**config.mk**
```make
export PLATFORM = sky130hd
export DESIGN_NAME = argb_tint_and_alpha_blend_core
export DESIGN_NICKNAME = d
export VERILOG_FILES = /design/src/design/atab_pkg.sv /design/src/design/argb_tint_and_alpha_blend_core.sv
export SDC_FILE = /design/constraint.sdc
export NUM_CORES = 2
export LEC_CHECK = 0
export ABC_AREA = 1
export BUFFER_PORTS_ARGS = -buffer_cell sky130_fd_sc_hd__buf_4
export CORE_MARGIN = 3
export CORE_UTILIZATION = 51
export CTS_CLUSTER_DIAMETER = 30
export DETAILED_ROUTE_END_ITERATION = 6
export GPL_TIMING_DRIVEN = 0
export HOLD_SLACK_MARGIN = 0.08
export PLACE_DENSITY = 0.7
export SKIP_LAST_GASP = 1
export SLEW_MARGIN = 30
export SYNTH_ARGS = -nofsm -noshare
export SYNTH_HDL_FRONTEND = slang
export SYNTH_SLANG_ARGS = --single-unit
```
**constraint.sdc**
```tcl
create_clock -name clk -period 11.85 [get_ports clk]
set_input_delay 0.5925 -clock clk [delete_from_list [all_inputs] [get_ports clk]]
set_output_delay 0.5925 -clock clk [all_outputs]
set_load 0.02 [all_outputs]
```
**src/design/atab_pkg.sv**
```systemverilog
// ----------------------------------------------------------------------------
// atab_pkg
// shared constants and helpers for the argb tint and alpha blend core
// ----------------------------------------------------------------------------
package atab_pkg;

    localparam int unsigned PIXEL_W    = 32;
    localparam int unsigned CHAN_W     = 8;
    localparam int unsigned PROD_W     = 2 * CHAN_W;
    localparam int unsigned COLOR_CHANS = 3;
    localparam int unsigned ALL_CHANS  = 4;
    localparam int unsigned APB_DATA_W = 32;
    localparam int unsigned APB_ADDR_W = 3;

    localparam logic [CHAN_W-1:0]  CHAN_MAX   = 8'hFF;
    localparam logic [PIXEL_W-1:0] TINT_RESET = 32'hFFFF_FFFF;

    // register indexes, byte address is 4 * index
    typedef enum logic [0:0] {
        REG_TINT_COLOR = 1'b0
    } reg_idx_t;

    // floor(x / 255) for any product of two 8-bit channels
    function automatic logic [CHAN_W-1:0] div255(input logic [PROD_W-1:0] x);
        logic [PROD_W:0] t;
        t = {1'b0, x} + {{PROD_W{1'b0}}, 1'b1} + {{(CHAN_W + 1){1'b0}}, x[PROD_W-1:CHAN_W]};
        return t[PROD_W-1:CHAN_W];
    endfunction

endpackage

```
**src/design/argb_tint_and_alpha_blend_core.sv**
```systemverilog
// ----------------------------------------------------------------------------
// argb_tint_and_alpha_blend_core
// argb8888 source tint followed by source-over blend onto an opaque dest
// ----------------------------------------------------------------------------
// an accepted input word is registered in s1, s2, s3 and then the output register, which drives out_valid
// throughput: one pixel per clock while out_stall is low; four stages (tint multiply,
// tint divide, blend multiply, blend divide and sum) each with a valid bit
// a stall on the output backs up only through occupied stages
// reset clears all valid bits and sets tint_color to all ones
module argb_tint_and_alpha_blend_core (
    input  logic                              clk,
    input  logic                              rst_n,
    // apb configuration port
    input  logic                              psel,
    input  logic                              penable,
    input  logic                              pwrite,
    input  logic [atab_pkg::APB_ADDR_W-1:0]   paddr,
    input  logic [atab_pkg::APB_DATA_W-1:0]   pwdata,
    output logic [atab_pkg::APB_DATA_W-1:0]   prdata,
    output logic                              pready,
    // input channel
    input  logic                              in_valid,
    output logic                              in_stall,
    input  logic [atab_pkg::PIXEL_W-1:0]      src_pixel,
    input  logic [atab_pkg::PIXEL_W-1:0]      dest_pixel,
    // output channel
    output logic                              out_valid,
    input  logic                              out_stall,
    output logic [atab_pkg::PIXEL_W-1:0]      result_pixel
);
    import atab_pkg::*;

    localparam int unsigned COLOR_W = COLOR_CHANS * CHAN_W;

    // configuration
    logic [PIXEL_W-1:0] tint_reg;
    logic [PIXEL_W-1:0] tint_next;
    logic               reg_sel;
    logic               cfg_wr;

    assign pready  = 1'b1;
    assign reg_sel = (reg_idx_t'(paddr[APB_ADDR_W-1]) == REG_TINT_COLOR);
    assign cfg_wr  = psel && penable && pwrite && pready && reg_sel;

    always_comb
    begin
        tint_next = tint_reg;
        if (cfg_wr)
        begin
            tint_next = pwdata;
        end
    end

    always_ff @(posedge clk or negedge rst_n)
    begin
        if (!rst_n)
        begin
            tint_reg <= TINT_RESET;
        end
        else
        begin
            tint_reg <= tint_next;
        end
    end

    assign prdata = reg_sel ? tint_reg : '0;

    // pipeline registers
    logic               s1_valid_reg, s2_valid_reg, s3_valid_reg, out_valid_reg;
    logic [PROD_W-1:0]  s1_prod_reg  [ALL_CHANS];
    logic [PROD_W-1:0]  s1_prod_next [ALL_CHANS];
    logic [COLOR_W-1:0] s1_dest_reg;
    logic [PIXEL_W-1:0] s2_tint_px_reg;
    logic [PIXEL_W-1:0] s2_tint_px_next;
    logic [COLOR_W-1:0] s2_dest_reg;
    logic [PIXEL_W-1:0] s3_tint_px_reg;
    logic               s3_opaque_reg;
    logic               s3_opaque_next;
    logic [PROD_W-1:0]  s3_sa_reg  [COLOR_CHANS];
    logic [PROD_W-1:0]  s3_sa_next [COLOR_CHANS];
    logic [PROD_W-1:0]  s3_da_reg  [COLOR_CHANS];
    logic [PROD_W-1:0]  s3_da_next [COLOR_CHANS];
    logic [PIXEL_W-1:0] result_reg;
    logic [PIXEL_W-1:0] result_next;
    logic [CHAN_W-1:0]  s2_alpha;
    logic [CHAN_W-1:0]  s2_inv_alpha;

    // stage advance, each stage moves when it is empty or its successor moves
    logic adv_out, adv3, adv2, adv1;

    assign adv_out  = !out_valid_reg || !out_stall;
    assign adv3     = !s3_valid_reg || adv_out;
    assign adv2     = !s2_valid_reg || adv3;
    assign adv1     = !s1_valid_reg || adv2;
    assign in_stall = !adv1;

    always_ff @(posedge clk or negedge rst_n)
    begin
        if (!rst_n)
        begin
            s1_valid_reg  <= 1'b0;
            s2_valid_reg  <= 1'b0;
            s3_valid_reg  <= 1'b0;
            out_valid_reg <= 1'b0;
        end
        else
        begin
            if (adv1)
            begin
                s1_valid_reg <= in_valid;
            end
            if (adv2)
            begin
                s2_valid_reg <= s1_valid_reg;
            end
            if (adv3)
            begin
                s3_valid_reg <= s2_valid_reg;
            end
            if (adv_out)
            begin
                out_valid_reg <= s3_valid_reg;
            end
        end
    end

    // stage datapath
    always_comb
    begin
        for (int i = 0; i < ALL_CHANS; i++)
        begin
            s1_prod_next[i] = PROD_W'(src_pixel[i*CHAN_W +: CHAN_W])
                            * PROD_W'(tint_reg[i*CHAN_W +: CHAN_W]);
        end
        for (int i = 0; i < ALL_CHANS; i++)
        begin
            s2_tint_px_next[i*CHAN_W +: CHAN_W] = div255(s1_prod_reg[i]);
        end
        s2_alpha       = s2_tint_px_reg[PIXEL_W-1 -: CHAN_W];
        s2_inv_alpha   = CHAN_MAX - s2_alpha;
        s3_opaque_next = (s2_alpha == CHAN_MAX);
        for (int i = 0; i < COLOR_CHANS; i++)
        begin
            s3_sa_next[i] = PROD_W'(s2_tint_px_reg[i*CHAN_W +: CHAN_W]) * PROD_W'(s2_alpha);
            s3_da_next[i] = PROD_W'(s2_dest_reg[i*CHAN_W +: CHAN_W]) * PROD_W'(s2_inv_alpha);
        end
        result_next[PIXEL_W-1 -: CHAN_W] = CHAN_MAX;
        for (int i = 0; i < COLOR_CHANS; i++)
        begin
            // each term is bounded by alpha and 255 - alpha, so the sum fits
            result_next[i*CHAN_W +: CHAN_W] = div255(s3_sa_reg[i]) + div255(s3_da_reg[i]);
        end
        if (s3_opaque_reg)
        begin
            result_next = s3_tint_px_reg;
        end
    end

    always_ff @(posedge clk)
    begin
        if (adv1)
        begin
            s1_prod_reg <= s1_prod_next;
            s1_dest_reg <= dest_pixel[COLOR_W-1:0];
        end
        if (adv2)
        begin
            s2_tint_px_reg <= s2_tint_px_next;
            s2_dest_reg    <= s1_dest_reg;
        end
        if (adv3)
        begin
            s3_tint_px_reg <= s2_tint_px_reg;
            s3_opaque_reg  <= s3_opaque_next;
            s3_sa_reg      <= s3_sa_next;
            s3_da_reg      <= s3_da_next;
        end
        if (adv_out)
        begin
            result_reg <= result_next;
        end
    end

    assign out_valid    = out_valid_reg;
    assign result_pixel = result_reg;

    // checks
    a_accept_fills_s1: assert property (@(posedge clk) disable iff (!rst_n)
        in_valid && !in_stall |=> s1_valid_reg)
        else $error("accepted word did not enter stage 1");

    a_stall_only_when_full: assert property (@(posedge clk) disable iff (!rst_n)
        in_stall |-> s1_valid_reg && s2_valid_reg && s3_valid_reg && out_valid_reg)
        else $error("input stalled with an empty stage");

    a_result_opaque: assert property (@(posedge clk) disable iff (!rst_n)
        out_valid |-> result_pixel[PIXEL_W-1 -: CHAN_W] == CHAN_MAX)
        else $error("result alpha not opaque");

    a_out_from_s3: assert property (@(posedge clk) disable iff (!rst_n)
        $rose(out_valid_reg) |-> $past(s3_valid_reg))
        else $error("output word without a stage 3 word");

endmodule
```
Yosys cells after proc, flatten, opt, wreduce, memory -nomap -nowiden
Index checks and enable logic that the tools add are counted.
Widths: inputs -> output; s select.

word-level totals
  word-level logic and storage cells = 73
  register bits = 341
  output and inout bits = 67
  input port bits = 106

operators by class
  equal/unequal tests = 1
  multiply operators = 10
  add/sub/neg operators = 24
  mux-type cells = 2
  reduce and logical (&&, ||, !) cells = 13
  bitwise gates (word level) = 1

operator list
  cell                   count
  $add 16x1->16 const B  10
  $add 16x8->16          10
  $mul 8x8->16           10
  $mux 32                1
  $add 8x8->8            3
  $mux 24                1
  $eq 8x8->1 const B     1
  $sub 8x8->8 const A    1
  $logic_not 1->1        6
  $logic_or 1x1->1       4
  $logic_and 1x1->1      3
  $not 1->1              1

Logic depth before layout (Yosys ltp)
  depth in word-level cells = 6
  mapped depth = 23
  gate-level depth less buffers = 23

Worst setup path before layout
No wires, ideal clock.

  kind = input -> register
  from = input out_stall
  to = register s1_dest_reg[0] (enable)
  setup time = 0.442 ns
  cell stages on the path = 7
  required time = 11.408 ns
  arrival = 7.472 ns
  buffers on the path = 0
  slack = 3.936 ns
  cell sequence = nand2_1 nor2_1 inv_1 nor2_1 inv_1 nor2_1 inv_1

between the ends
  word-level cells in the longest chain between the ends = 5

RTL lines
  item                  line                                   source
  from (decl)           argb_tint_and_alpha_blend_core.sv:28   input logic out_stall,
  $logic_not 1->1       argb_tint_and_alpha_blend_core.sv:91   assign adv_out = !out_valid_reg || !out_stall;
  $logic_or 1x1->1      argb_tint_and_alpha_blend_core.sv:91
  $logic_or 1x1->1      argb_tint_and_alpha_blend_core.sv:92   assign adv3 = !s3_valid_reg || adv_out;
  via adv3              argb_tint_and_alpha_blend_core.sv:89   logic adv_out, adv3, adv2, adv1;
  $logic_or 1x1->1      argb_tint_and_alpha_blend_core.sv:93   assign adv2 = !s2_valid_reg || adv3;
  via adv2              argb_tint_and_alpha_blend_core.sv:89
  $logic_or 1x1->1      argb_tint_and_alpha_blend_core.sv:94   assign adv1 = !s1_valid_reg || adv2;
  to (signal assigned)  argb_tint_and_alpha_blend_core.sv:164  s1_dest_reg <= dest_pixel[COLOR_W-1:0];
  to (decl)             argb_tint_and_alpha_blend_core.sv:72   logic [COLOR_W-1:0] s1_dest_reg;

The timed path passes the listed nets, and every way through them passes these cells.
A chain may end at the register's enable or synchronous reset.

==> results.json <==
{
  "status": "finished clean",
  "crit_chain": "clkbuf_1, clkbuf_1, nor2_1, fa_1, inv_1, fa_1, inv_1, fa_1, inv_1, fa_1, inv_1, ha_1, nand2_1, nor3_1, nor2_1, o21ai_0, nand3_1, nand2_1, xor2_1",
  "dieHeight_um": 273,
  "hold_path.class": "in -> reg",
  "finalWeightedCongestion": 0.908,
  "slew_headroom_pct": 35.7,
  "fill_cells": 6184,
  "core_area_um2": 70400,
  "worst_pin_slew_ns": 0.964,
  "critPathMaxStageDelay_ns": 0.73,
  "min_from": "dest_pixel[10]",
  "r2r-start": "s2_tint_px_reg[27]$_DFFE_PP_",
  "finalCriticalPeriod_ns": 5.81,
  "largest_reg_flops": 64,
  "grt_pass1_vias": 28200,
  "synth_top_cell_by_area": "edfxtp_1",
  "drtAntennaViolNets": 0,
  "wire_per_inst_um": 14.7,
  "fin_cells": 5516,
  "viasPerCell": 4.94,
  "synth-async-reset-ratio_pct": 10.6,
  "final_area_um2": 41500,
  "num_rows": 97,
  "layout-drive-gt1-share_pct": 8.04,
  "dpl.cell_count": 5357,
  "worstSetupPathDepth": 19,
  "cts_buffer_depth": 3,
  "antenna_cells": 0,
  "antenna_found_initial": 1,
  "crit_type": "reg -> reg",
  "rsz0062_at_grt": "false",
  "cpLargestDelayFamily": "adder cells",
  "clk_pin_slew_worst_paths_ns": 0.05,
  "period_share_pct": 49.1,
  "ys_types": 46,
  "start_util_pct": 51.8,
  "synthToLayoutAreaGrowth_pct": 13.9,
  "hold_viol": 0,
  "drc": 0,
  "numPortBuffers": 128,
  "num_io_pins": 173,
  "vias": 27300,
  "cts_num_sinks": 341,
  "ys.flop_type": "edfxtp_1",
  "syn_area_um2": 36500,
  "r2r-end": "s3_da_reg[29]$_DFFE_PP_",
  "finalNetCount": 5425,
  "grt_first_pass_wirelength_um": 137000,
  "cts_made_buffers": 85,
  "maxCapViolCount": 0,
  "clock_latency_ns": 0.63,
  "clockRootBuffer": "clkbuf_16",
  "die_w_um": 273,
  "synth-seq-cells": 341,
  "finClkSkew_ns": 0.0334,
  "arrival_ns": 6.25,
  "gr-total-overflow": 0,
  "holdPathEnd": "s1_dest_reg[10]$_DFFE_PN_",
  "htreeDepth": 3,
  "crit_path_end_kind": "flop",
  "path_max_fanout": 10,
  "synthCells": 4285,
  "startpoint_type": "flop",
  "hold_path_depth": 1,
  "drt-pass1-iter-count": 6,
  "fin_setup_tns_ns": 0,
  "crit_slowest_cell": "clkbuf_1",
  "routed_wl_um": 81300,
  "place_area_um2": 38700,
  "max_freq_mhz": 172,
  "grtUsageTotal_pct": 22.5,
  "yosysSeqAreaShare_pct": 27.7,
  "synth-edff-count": 305,
  "die-area_um2": 74800,
  "path_buf_inv": 6,
  "maxSlewViolCount": 0,
  "rr_worst_depth": 19,
  "synth_top_area_share_pct": 25.1,
  "dp_hpwl_um": 64900,
  "synthTopCellsByArea": "edfxtp_1 25%, fa_1 20%, ha_1 15%",
  "setup_viol": 0,
  "synth_nets": 5205,
  "cp_data_required_time_ns": 12.29,
  "cts_tree": "yes",
  "drt_iter0_drc": 1679,
  "r2r_slack_ns": 6.04,
  "grt_max_degree": 99,
  "post_cts_buffers": 0,
  "yosysWarnings": 0,
  "syn_area_per_cell_um2": 8.51
}
[synthesized netlist by cell type (all sizes together) (13+ instances only)]
library cell / instances
nand4: 13
xnor2: 57
ha: 451
or2: 15
buf: 17
a21o: 15
edfxtp: 305
clkbuf: 128
xor2: 102
dfstp: 32
o21ai: 90
a21oi: 205
nor2: 355
nand2: 904
inv: 1075
nor3: 19
fa: 363
nand3: 75
[cell families after synthesis]
group / share of synthesized area, %
and+or+nand+nor: 15.0
buffers and inverters: 12.7
adders and majority gates: 35.4
AOI/OAI and AO/OA: 5.42
DFF: 27.7
xor gates and xnor gates: 3.82
other: 0.0103
[placed cells by master, fill, tap and decap left out, drive strengths merged, types with 102 or more instances in the layout]
| cell type | synthesis | layout |
|---|---|---|
| clkbuf | 128 | 225 |
| edfxtp | 305 | 305 |
| inv | 1075 | 1095 |
| nand2 | 904 | 904 |
| a21oi | 205 | 205 |
| buf | 17 | 149 |
| fa | 363 | 363 |
| xor2 | 102 | 102 |
| nor2 | 355 | 355 |
| ha | 451 | 451 |
[how the worst max path moves through the flow]
stage                                  from                   endpoint  slack, ns
6_report       s2_tint_px_reg[27]$_DFFE_PP_    s3_da_reg[29]$_DFFE_PP_       6.04
5_1_grt        s2_tint_px_reg[27]$_DFFE_PP_    s3_da_reg[29]$_DFFE_PP_       5.92
4_1_cts        s2_tint_px_reg[27]$_DFFE_PP_    s3_da_reg[29]$_DFFE_PP_       6.09
3_5_place_dp   s2_tint_px_reg[27]$_DFFE_PP_    s3_sa_reg[46]$_DFFE_PP_       6.14
3_3_place_gp                      out_stall  s1_dest_reg[16]$_DFFE_PN_       1.05
2_1_floorplan                     out_stall   s1_dest_reg[0]$_DFFE_PN_       3.94
[cell type report]
| type | instances | area, um^2 | area share [%] |
|---|---|---|---|
| clock inverters | 61 | 616 | 1.48 |
| repair buffers | 133 | 1070 | 2.57 |
| flip-flops and latches | 341 | 10100 | 24.3 |
| plain buffers | 145 | 581 | 1.40 |
| well taps | 940 | 1180 | 2.83 |
| clock buffers | 97 | 2190 | 5.28 |
| multi-input cells | 2721 | 21700 | 52.3 |
| inverters | 1078 | 4060 | 9.78 |
[per-stage QoR]
step           setup WS, ns  hold WS (ns)  util [%]
2_1_floorplan          3.94         0.297         -
3_3_place_gp           1.05         0.401      54.8
3_5_place_dp           6.14         0.405      55.0
4_1_cts                6.09        0.0995      59.0
5_1_grt                5.92         0.105      59.0
6_report               6.04         0.133      59.0
[repair_timing]
action	4_1_cts	5_1_grt
hold buffers	1	0
endpoints found under the hold margin	4	0
gates resized for setup	0	0
[routing by layer]
metal  up-vias  routed length [um]  global-route usage (%)
li1      13500                   -                       -
met1     12800               35000                    28.8
met3       205                5250                    4.49
met2       769               37700                    37.6
met4         0                3340                    8.88
met5         -                   0                       0
Power is left out: the tool's default activity adds up to more than one toggle a clock period on the data nets, which glitch-free logic cannot reach.
